**src/rtl/assert_macros.svh**
```systemverilog
// Assertion helpers shared by the RTL. Both macros sample on clk_i and are
// disabled while rst_ni is low. In synthesis builds they expand to nothing.
`ifndef ASSERT_MACROS_SVH
`define ASSERT_MACROS_SVH
`ifndef SYNTHESIS
`define ASSERT_CLK(lbl, prop, msg) \
  lbl: assert property (@(posedge clk_i) disable iff (!rst_ni) (prop)) else $error(msg);
`define ASSERT_NEVER(lbl, expr, msg) \
  lbl: assert property (@(posedge clk_i) disable iff (!rst_ni) !(expr)) else $error(msg);
`else
`define ASSERT_CLK(lbl, prop, msg)
`define ASSERT_NEVER(lbl, expr, msg)
`endif
`endif

```
**src/rtl/msa_pkg.sv**
```systemverilog
`timescale 1ns / 1ps
`default_nettype none

package msa_pkg;

  // Row geometry.
  localparam int MAX_SEATS  = 1024;
  localparam int SEAT_W     = $clog2(MAX_SEATS);
  localparam int CNT_W      = $clog2(MAX_SEATS + 1);

  // Field widths of the channel words and the register.
  localparam int MODE_W     = 1;
  localparam int POS_W      = 10;
  localparam int STAT_W     = 2;
  localparam int CFG_W      = 11;
  localparam int SEAT_RESET = 1024;

  typedef enum logic [MODE_W-1:0] {
    MODE_TAKE    = 1'b0,
    MODE_RELEASE = 1'b1
  } mode_e;

  typedef enum logic [STAT_W-1:0] {
    STAT_SEATED   = 2'd0,
    STAT_FULL     = 2'd1,
    STAT_RELEASED = 2'd2,
    STAT_IGNORED  = 2'd3
  } status_e;

  typedef enum logic [2:0] {
    S_CLEAR,
    S_IDLE,
    S_SCAN,
    S_TAIL,
    S_DONE
  } state_e;

  // Commands from the controller to the datapath.
  typedef struct packed {
    logic clr_en;
    logic accept;
    logic scan_rd;
    logic finish;
  } ctrl_cmd_t;

  // Status from the datapath to the controller.
  typedef struct packed {
    logic clr_last;
    logic scan_last;
    logic out_free;
  } dp_sts_t;

endpackage

`default_nettype wire

```
**src/rtl/msa_if.sv**
```systemverilog
`timescale 1ns / 1ps
`default_nettype none

// Request channel: one word per take or release request.
interface msa_req_if;
  import msa_pkg::*;
  logic              valid;
  logic              ready;
  logic [MODE_W-1:0] mode;
  logic [POS_W-1:0]  position;
  modport source (output valid, mode, position, input ready);
  modport sink   (input valid, mode, position, output ready);
endinterface

// Response channel: one word per request.
interface msa_rsp_if;
  import msa_pkg::*;
  logic              valid;
  logic              ready;
  logic [POS_W-1:0]  seat_index;
  logic [STAT_W-1:0] status;
  modport source (output valid, seat_index, status, input ready);
  modport sink   (input valid, seat_index, status, output ready);
endinterface

`default_nettype wire

```
**src/rtl/msa_datapath.sv**
```systemverilog
`timescale 1ns / 1ps
`default_nettype none
`include "assert_macros.svh"

module msa_datapath (
  input  wire logic                        clk_i,
  input  wire logic                        rst_ni,
  input  wire logic                        cfg_we_i,
  input  wire logic [msa_pkg::CFG_W-1:0]   cfg_wdata_i,
  input  wire logic [msa_pkg::MODE_W-1:0]  in_mode_i,
  input  wire logic [msa_pkg::POS_W-1:0]   in_position_i,
  input  wire logic                        out_ready_i,
  input  wire msa_pkg::ctrl_cmd_t          cmd_i,
  output msa_pkg::dp_sts_t                 sts_o,
  output logic                             out_valid_o,
  output logic [msa_pkg::POS_W-1:0]        out_seat_index_o,
  output logic [msa_pkg::STAT_W-1:0]       out_status_o
);
  import msa_pkg::*;

  // Occupancy map, one bit per seat.
  logic              occ_mem [MAX_SEATS];
  logic              rdata_q;
  logic              rd_en;
  logic [SEAT_W-1:0] rd_addr;
  logic              wr_en;
  logic [SEAT_W-1:0] wr_addr;
  logic              wr_data;

  logic [CFG_W-1:0]  seat_count_q;
  logic [CNT_W-1:0]  eff_cnt;

  logic [SEAT_W-1:0] clr_addr_q;

  mode_e             mode_q;
  logic [POS_W-1:0]  pos_q;

  // Scan state.
  logic [SEAT_W-1:0] addr_q;
  logic              pend_q;
  logic [SEAT_W-1:0] ridx_q;
  logic              any_q, any_d;
  logic [CNT_W-1:0]  taken_q, taken_d;
  logic [SEAT_W-1:0] prev_q, prev_d;
  logic [SEAT_W-1:0] best_q, best_d;
  logic [SEAT_W-1:0] cand_q, cand_d;
  logic [SEAT_W-1:0] gap_half;

  // Finishing step.
  logic [CNT_W-1:0]  tail_gap;
  logic [SEAT_W-1:0] take_pos;
  logic              room_full;
  logic              rel_hit;
  logic              out_valid_q;
  logic [POS_W-1:0]  out_index_q;
  status_e           out_status_q;

  // Seat count register and its clamped value.
  always_ff @(posedge clk_i or negedge rst_ni) begin
    if (!rst_ni) begin
      seat_count_q <= CFG_W'(SEAT_RESET);
    end else if (cfg_we_i) begin
      seat_count_q <= cfg_wdata_i;
    end
  end

  always_comb begin
    if (seat_count_q == '0) begin
      eff_cnt = CNT_W'(1);
    end else if (32'(seat_count_q) > MAX_SEATS) begin
      eff_cnt = CNT_W'(MAX_SEATS);
    end else begin
      eff_cnt = CNT_W'(seat_count_q);
    end
  end

  // Clearing sweep address after reset.
  always_ff @(posedge clk_i or negedge rst_ni) begin
    if (!rst_ni) begin
      clr_addr_q <= '0;
    end else if (cmd_i.clr_en) begin
      clr_addr_q <= clr_addr_q + SEAT_W'(1);
    end
  end

  // Request word capture.
  always_ff @(posedge clk_i) begin
    if (cmd_i.accept) begin
      mode_q <= mode_e'(in_mode_i);
      pos_q  <= in_position_i;
    end
  end

  // Memory port selection.
  assign rd_en   = cmd_i.scan_rd || (cmd_i.accept && (in_mode_i == MODE_RELEASE));
  assign rd_addr = cmd_i.scan_rd ? addr_q : SEAT_W'(in_position_i);

  assign room_full = (taken_q == eff_cnt);
  assign rel_hit   = (32'(pos_q) < 32'(eff_cnt)) && rdata_q;

  always_comb begin
    wr_en   = 1'b0;
    wr_addr = clr_addr_q;
    wr_data = 1'b0;
    if (cmd_i.clr_en) begin
      wr_en = 1'b1;
    end else if (cmd_i.finish) begin
      if (mode_q == MODE_TAKE) begin
        wr_en   = !room_full;
        wr_addr = take_pos;
        wr_data = 1'b1;
      end else begin
        wr_en   = rel_hit;
        wr_addr = SEAT_W'(pos_q);
      end
    end
  end

  always_ff @(posedge clk_i) begin
    if (wr_en) begin
      occ_mem[wr_addr] <= wr_data;
    end
  end

  always_ff @(posedge clk_i) begin
    if (rd_en) begin
      rdata_q <= occ_mem[rd_addr];
    end
  end

  // Scan address and the pipeline tag of the read in flight.
  always_ff @(posedge clk_i or negedge rst_ni) begin
    if (!rst_ni) begin
      addr_q <= '0;
      pend_q <= 1'b0;
    end else begin
      pend_q <= cmd_i.scan_rd;
      if (cmd_i.accept) begin
        addr_q <= '0;
      end else if (cmd_i.scan_rd) begin
        addr_q <= addr_q + SEAT_W'(1);
      end
    end
  end

  always_ff @(posedge clk_i) begin
    if (cmd_i.scan_rd) begin
      ridx_q <= addr_q;
    end
  end

  // Gap tracking: each occupied seat closes the gap that began at the last one.
  assign gap_half = SEAT_W'((ridx_q - prev_q) >> 1);

  always_comb begin
    any_d   = any_q;
    taken_d = taken_q;
    prev_d  = prev_q;
    best_d  = best_q;
    cand_d  = cand_q;
    if (pend_q && rdata_q) begin
      any_d   = 1'b1;
      taken_d = taken_q + CNT_W'(1);
      prev_d  = ridx_q;
      if (!any_q) begin
        best_d = ridx_q;
        cand_d = '0;
      end else if (gap_half > best_q) begin
        best_d = gap_half;
        cand_d = prev_q + gap_half;
      end
    end
  end

  always_ff @(posedge clk_i or negedge rst_ni) begin
    if (!rst_ni) begin
      any_q   <= 1'b0;
      taken_q <= '0;
      prev_q  <= '0;
      best_q  <= '0;
      cand_q  <= '0;
    end else if (cmd_i.accept) begin
      any_q   <= 1'b0;
      taken_q <= '0;
      prev_q  <= '0;
      best_q  <= '0;
      cand_q  <= '0;
    end else begin
      any_q   <= any_d;
      taken_q <= taken_d;
      prev_q  <= prev_d;
      best_q  <= best_d;
      cand_q  <= cand_d;
    end
  end

  // The end seat wins only when strictly farther than every earlier choice.
  assign tail_gap = eff_cnt - CNT_W'(1) - CNT_W'(prev_q);
  assign take_pos = (any_q && (tail_gap > CNT_W'(best_q))) ?
                    SEAT_W'(eff_cnt - CNT_W'(1)) : cand_q;

  // Output register.
  always_ff @(posedge clk_i or negedge rst_ni) begin
    if (!rst_ni) begin
      out_valid_q <= 1'b0;
    end else if (cmd_i.finish) begin
      out_valid_q <= 1'b1;
    end else if (out_ready_i) begin
      out_valid_q <= 1'b0;
    end
  end

  always_ff @(posedge clk_i) begin
    if (cmd_i.finish) begin
      if (mode_q == MODE_TAKE) begin
        if (room_full) begin
          out_index_q  <= '0;
          out_status_q <= STAT_FULL;
        end else begin
          out_index_q  <= POS_W'(take_pos);
          out_status_q <= STAT_SEATED;
        end
      end else begin
        out_index_q  <= pos_q;
        out_status_q <= rel_hit ? STAT_RELEASED : STAT_IGNORED;
      end
    end
  end

  assign out_valid_o      = out_valid_q;
  assign out_seat_index_o = out_index_q;
  assign out_status_o     = out_status_q;

  assign sts_o.clr_last  = (32'(clr_addr_q) == MAX_SEATS - 1);
  assign sts_o.scan_last = (CNT_W'(addr_q) == eff_cnt - CNT_W'(1));
  assign sts_o.out_free  = !out_valid_q || out_ready_i;

  // Checks on the scan and the chosen seat.
  `ASSERT_CLK(a_scan_in_row, cmd_i.scan_rd |-> (CNT_W'(addr_q) < eff_cnt),
              "scan read beyond the active row")
  `ASSERT_CLK(a_taken_bound, pend_q |-> (taken_q <= CNT_W'(ridx_q)),
              "occupied count runs ahead of the scan")
  `ASSERT_CLK(a_pick_in_row,
              (cmd_i.finish && (mode_q == MODE_TAKE) && !room_full) |->
              (CNT_W'(take_pos) < eff_cnt),
              "chosen seat outside the active row")

endmodule

`default_nettype wire

```
**src/rtl/msa_ctrl.sv**
```systemverilog
`timescale 1ns / 1ps
`default_nettype none
`include "assert_macros.svh"

module msa_ctrl (
  input  wire logic                       clk_i,
  input  wire logic                       rst_ni,
  input  wire logic                       in_valid_i,
  input  wire logic [msa_pkg::MODE_W-1:0] in_mode_i,
  output logic                            in_ready_o,
  input  wire msa_pkg::dp_sts_t           sts_i,
  output msa_pkg::ctrl_cmd_t              cmd_o
);
  import msa_pkg::*;

  state_e state_q, state_d;

  // State register; reset starts the clearing sweep.
  always_ff @(posedge clk_i or negedge rst_ni) begin
    if (!rst_ni) begin
      state_q <= S_CLEAR;
    end else begin
      state_q <= state_d;
    end
  end

  // Next state and commands.
  always_comb begin
    state_d    = state_q;
    cmd_o      = '0;
    in_ready_o = 1'b0;
    unique case (state_q)
      S_CLEAR: begin
        cmd_o.clr_en = 1'b1;
        if (sts_i.clr_last) begin
          state_d = S_IDLE;
        end
      end
      S_IDLE: begin
        in_ready_o = 1'b1;
        if (in_valid_i) begin
          cmd_o.accept = 1'b1;
          state_d = (in_mode_i == MODE_RELEASE) ? S_DONE : S_SCAN;
        end
      end
      S_SCAN: begin
        cmd_o.scan_rd = 1'b1;
        if (sts_i.scan_last) begin
          state_d = S_TAIL;
        end
      end
      S_TAIL: begin
        state_d = S_DONE;
      end
      S_DONE: begin
        if (sts_i.out_free) begin
          cmd_o.finish = 1'b1;
          state_d = S_IDLE;
        end
      end
      default: begin
        state_d = S_IDLE;
      end
    endcase
  end

  // One request at a time: no new word until the current one is finished.
  `ASSERT_CLK(a_one_in_flight, cmd_o.accept |=> !in_ready_o,
              "request taken while another is in progress")
  `ASSERT_CLK(a_finish_frees, cmd_o.finish |=> in_ready_o,
              "controller not ready after finishing a request")
  `ASSERT_NEVER(a_accept_alone,
                cmd_o.accept && (cmd_o.scan_rd || cmd_o.finish || cmd_o.clr_en),
                "accept issued together with another command")

endmodule

`default_nettype wire

```
**src/rtl/max_distance_seat_allocator_unit.sv**
```systemverilog
`timescale 1ns / 1ps
`default_nettype none

// Channel   Direction  Word                      Handshake
// req_i     in         mode, position            valid / ready
// rsp_o     out        seat_index, status        valid / ready
// cfg       in         seat_count (11 bits)      cfg_we_i, no wait
//
// A take request scans every active seat: the occupancy memory, which has one read
// port and one write port, is read one seat per cycle during the scan.
// A release request needs one memory read, then the update.
// After reset the block clears the 1024-entry map before it takes the first
// request; configuration writes are accepted during the sweep.
// A stalled response holds in the output register; the next request is taken
// meanwhile and waits at its final step until the register frees up.
module max_distance_seat_allocator_unit (
  input  wire logic                      clk_i,
  input  wire logic                      rst_ni,
  msa_req_if.sink                        req_i,
  msa_rsp_if.source                      rsp_o,
  input  wire logic                      cfg_we_i,
  input  wire logic [msa_pkg::CFG_W-1:0] cfg_wdata_i
);
  import msa_pkg::*;

  ctrl_cmd_t cmd;
  dp_sts_t   sts;

  // Sequencer.
  msa_ctrl u_ctrl (
    .clk_i      (clk_i),
    .rst_ni     (rst_ni),
    .in_valid_i (req_i.valid),
    .in_mode_i  (req_i.mode),
    .in_ready_o (req_i.ready),
    .sts_i      (sts),
    .cmd_o      (cmd)
  );

  // Occupancy map, gap scan and output register.
  msa_datapath u_datapath (
    .clk_i            (clk_i),
    .rst_ni           (rst_ni),
    .cfg_we_i         (cfg_we_i),
    .cfg_wdata_i      (cfg_wdata_i),
    .in_mode_i        (req_i.mode),
    .in_position_i    (req_i.position),
    .out_ready_i      (rsp_o.ready),
    .cmd_i            (cmd),
    .sts_o            (sts),
    .out_valid_o      (rsp_o.valid),
    .out_seat_index_o (rsp_o.seat_index),
    .out_status_o     (rsp_o.status)
  );

endmodule

`default_nettype wire

```
**src/flat_wrapper.sv**
```systemverilog
// flat-port wrapper written by rule: the top's interface ports become plain ports
module max_distance_seat_allocator_unit_flat import msa_pkg::*;
  (clk_i, rst_ni, cfg_we_i, cfg_wdata_i, req_i_valid, req_i_mode, req_i_position, req_i_ready, rsp_o_valid, rsp_o_seat_index, rsp_o_status, rsp_o_ready);
  msa_req_if req_i_i ();
  msa_rsp_if rsp_o_i ();
  input  wire logic clk_i;
  input  wire logic rst_ni;
  input  wire logic cfg_we_i;
  input  wire logic [msa_pkg::CFG_W-1:0] cfg_wdata_i;
  input wire logic [$bits(req_i_i.valid)-1:0] req_i_valid;
  input wire logic [$bits(req_i_i.mode)-1:0] req_i_mode;
  input wire logic [$bits(req_i_i.position)-1:0] req_i_position;
  output wire logic [$bits(req_i_i.ready)-1:0] req_i_ready;
  output wire logic [$bits(rsp_o_i.valid)-1:0] rsp_o_valid;
  output wire logic [$bits(rsp_o_i.seat_index)-1:0] rsp_o_seat_index;
  output wire logic [$bits(rsp_o_i.status)-1:0] rsp_o_status;
  input wire logic [$bits(rsp_o_i.ready)-1:0] rsp_o_ready;
  assign req_i_i.valid = req_i_valid;
  assign req_i_i.mode = req_i_mode;
  assign req_i_i.position = req_i_position;
  assign req_i_ready = req_i_i.ready;
  assign rsp_o_valid = rsp_o_i.valid;
  assign rsp_o_seat_index = rsp_o_i.seat_index;
  assign rsp_o_status = rsp_o_i.status;
  assign rsp_o_i.ready = rsp_o_ready;
  max_distance_seat_allocator_unit u_core (.clk_i(clk_i), .rst_ni(rst_ni), .req_i(req_i_i), .rsp_o(rsp_o_i), .cfg_we_i(cfg_we_i), .cfg_wdata_i(cfg_wdata_i));
endmodule
```
**config.mk**
```make
export PLATFORM = sky130hd
export DESIGN_NAME = max_distance_seat_allocator_unit_flat
export DESIGN_NICKNAME = d
export VERILOG_FILES = /design/src/rtl/msa_pkg.sv /design/src/rtl/msa_if.sv /design/src/rtl/msa_datapath.sv /design/src/rtl/msa_ctrl.sv /design/src/rtl/max_distance_seat_allocator_unit.sv /design/src/flat_wrapper.sv
export VERILOG_INCLUDE_DIRS = /design/src /design/src/rtl
export SDC_FILE = /design/constraint.sdc
export NUM_CORES = 2
export LEC_CHECK = 0
export BUFFER_PORTS_ARGS = -buffer_cell sky130_fd_sc_hd__buf_2
export CAP_MARGIN = 20
export CORE_MARGIN = 2
export CORE_UTILIZATION = 30
export DETAILED_ROUTE_END_ITERATION = 12
export PLACE_DENSITY = 0.42
export SYNTH_ARGS = -nofsm -noshare
export SYNTH_HDL_FRONTEND = slang
export SYNTH_SLANG_ARGS = --single-unit
export TNS_END_PERCENT = 10
```
**constraint.sdc**
```tcl
create_clock -name clk_i -period 24.7 [get_ports clk_i]
set_clock_uncertainty 0.15 [all_clocks]
set_input_delay 0 -clock clk_i [delete_from_list [all_inputs] [get_ports clk_i]]
set_output_delay 0 -clock clk_i [all_outputs]
set_load 0.1 [all_outputs]
```
==> metrics.txt <==
outcome finished, final reports clean; Setup CP Type reg2reg; post-detailed-route count of antenna-violating nets 0; Inserted Clock Buffers ~140; CP required between 20 and 30 ns; Routed Wire Length a little under 200 mm; Clk pin slew, worst setup/hold paths about 0.060 ns; initial antenna violation count 9; most used cells in the layout excluding fill and tap cells edfxtp_1 (1,058), nor2_1 (1,038), nand2_1 (787), nand3_1 (350), clkbuf_16 (140); # placed instances roughly 7.0k; syn avg cell area ~11 um2; Root Buffer Master clkbuf_16; Crit. End Element flop; Site Rows 154; async set-reset flop share out of synthesis 0.0687; CP max stage cell nand3_2; Clock Latency Late Sink ~0.78 ns; CP Buf/Inv Count 2; Main synth FF type edfxtp_1; CTS resizes 0; commonest non-fill, non-tap cell in the layout edfxtp_1; H-tree depth 4; HP Start req_i_mode; Finished Layout Cells 7,310; Syn Std Cell Area between 50,000 and 60,000 um2; Cells on Worst Hold Path 4; IO Port Bufs 40; fillcell total ~18k; global-route wire length before repair 280 mm; # IOs 41; Clock Sinks 1,136; die width around 430 um; setup bufs post-CTS 0; Slew Viols, Final 0; crit path time final 8.94 ns; worst reg2reg path depth 26; layout cell share with drive strength beyond 1 0.101; Tcrit/Tclk final 0.362; worst slew pin tran around 1.2 ns; EDFF count, synth between 1k and 1.5k; Setup-failing EPs final 0; Yosys warnings 0; Final Hold Vio Count 0; PwrDens about 97 nW/um2; # DRC 0; cts hold-fix bufs between 60 and 70; total track usage 0.215; DP HPWL roughly 110 mm; area delta synth->final 14.7%; deepest clock path buffer count 3; FF+latch count, synth approximately 1.1k; DR pass1 iterations 5; Hold Path Sink u_core.u_datapath.rdata_q; CP top delay family simple AND/OR/NAND/NOR gates; CP Max Fanout 17; FF+latch area 33,700 um2; Crit path largest cell delay 0.82 ns; Net Count, Synth approximately 5k; count of mapped cells out of synthesis between 4k and 5k; worst r2r dst u_core.u_datapath.occ_mem[177]; largest net degree at the start of global routing around 250; Highest Clock Rate ~110 MHz; via/cell ratio 5.32; Max IR drop VDD 0.0510 mV; Core Box Area between 150,000 and 200,000 um2; WP data arrival around 9 ns; CTS tree yes; Starting DRT DRC Count between 4k and 5k; Starting Density 0.302; Leak 20.1 nW; vias in the first global route about 37k; height of the die between 400 and 500 um; max-cap violations 0; footprint of the multi-input gates 17,900 um2; RD Place Congestion approximately 0.83; die area around 180,000 um2; DR WL/cell between 20 and 30 um; flop2flop setup slack between 15 and 20 ns; Nets just under 5k; sequential-to-total area share from yosys stat 0.634; relative slew slack 0.191; grt total ovfl 0; Final Util 0.346; RSZ-0062 raised after global routing false; total vias in the final route between 30k and 40k; Setup TNS 0 ns; RR Startpoint u_core.u_datapath.seat_count_q[6]; Final Power between 5 and 6 mW; Worst Setup Start Kind flop; Yosys cell types between 70 and 80; Hold/Removal Path Class in2reg
==> layer usage <==
metal	wire length (um)	GRT usage	up-vias
met5	0	0	-
met4	4940	0.0553	0
met3	11200	0.0319	248
met2	92500	0.346	1238
met1	88500	0.303	20118
li1	-	-	17283
==> synthesized netlist by cell type, types with 12 or more instances <==
cell type     n  area share
a211oi_1     43      0.0061
a21o_1       14      0.0020
a21oi_1     105      0.0099
a22oi_1      12      0.0017
a311oi_1     19      0.0031
a31oi_1      56      0.0066
a32oi_1      12      0.0020
and3_1       27      0.0032
buf_1        48      0.0034
buf_2       103      0.0097
clkbuf_1    261       0.018
dfrtp_1      77       0.036
edfxtp_1   1058        0.60
ha_1         59       0.014
inv_1        69      0.0049
mux2_2       16      0.0034
mux2i_1     142       0.027
mux4_2       44       0.019
nand2_1     787       0.056
nand2b_1     15      0.0018
nand3_1     383       0.036
nand4_1      60      0.0071
nor2_1     1042       0.074
nor3_1       86      0.0081
nor4_1       27      0.0032
o2111ai_1    24      0.0040
o21ai_0      59      0.0055
xnor2_1      43      0.0071
xor2_1       23      0.0038
==> through the flow <==
step	setup slack, ns	instance area (um2)	hold slack [ns]
finish	15.76	61000	0.0590
global route	15.17	61000	0.0687
CTS	15.87	61000	0.0339
detailed placement	15.94	56100	-0.118
global placement	15.72	56100	-0.113
floorplan	8.66	53200	-0.446
==> tightest hold or removal path: stages <==
cell           delay [ns]
dlygate4sd3_1        0.52
buf_2                0.16
nand2_1              0.06
nand2_1              0.10
==> cell families after synthesis <==
group | after synthesis | synth area share
compound gates | 445 | 0.0564
xor+xnor | 66 | 0.0109
buf+inv | 485 | 0.0368
simple gates | 2493 | 0.198
flops | 1136 | 0.634
fa+ha+maj | 62 | 0.0150
mux | 203 | 0.0489
==> power by group <==
group	switching (mW)	leakage [nW]	internal (mW)	total [mW]
clock network	0.845	2.04	1.09	1.93
logic	1.28	7.24	0.453	1.73
registers	0.0531	10.8	2.21	2.27
==> worst max-delay path by stage <==
stage / slack [ns] / cells past startpoint / startpoint / end
2_1_floorplan: 8.66 / 11 / u_core.u_datapath.out_valid_o / u_core.u_datapath.occ_mem[862]
3_3_place_gp: 15.72 / 27 / u_core.u_datapath.seat_count_q[6] / u_core.u_datapath.occ_mem[159]
3_5_place_dp: 15.94 / 27 / u_core.u_datapath.seat_count_q[6] / u_core.u_datapath.occ_mem[116]
4_1_cts: 15.87 / 27 / u_core.u_datapath.seat_count_q[6] / u_core.u_datapath.occ_mem[308]
5_1_grt: 15.17 / 27 / u_core.u_datapath.seat_count_q[6] / u_core.u_datapath.occ_mem[308]
6_report: 15.76 / 26 / u_core.u_datapath.seat_count_q[6] / u_core.u_datapath.occ_mem[177]
==> cell type report <==
cell class,instances,area share
Clock inverter,68,0.00814
Clock buffer,180,0.0604
Timing Repair Buffer,245,0.0333
Antenna cell,2,0.0000820
Inverter,70,0.00443
Tap cell,2340,0.0480
Multi-Input combinational cell,3269,0.293
Sequential cell,1136,0.553
==> sequential cells by signal (all words and copies together) (netlist names), 3 cells and up <==
| signal | flops |
|---|---|
| u_core.u_datapath.seat_count_q | 11 |
| u_core.u_datapath.taken_q | 11 |
| u_core.u_datapath.out_seat_index_o | 10 |
| u_core.u_datapath.pos_q | 10 |
| u_core.u_datapath.occ_mem | 1024 |
| u_core.u_datapath.ridx_q | 10 |
| u_core.u_ctrl.state_q | 3 |
| u_core.u_datapath.best_q | 10 |
| u_core.u_datapath.cand_q | 10 |
| u_core.u_datapath.prev_q | 10 |
| u_core.u_datapath.addr_q | 10 |
| u_core.u_datapath.clr_addr_q | 10 |
Power figures use the tool's default switching activity.
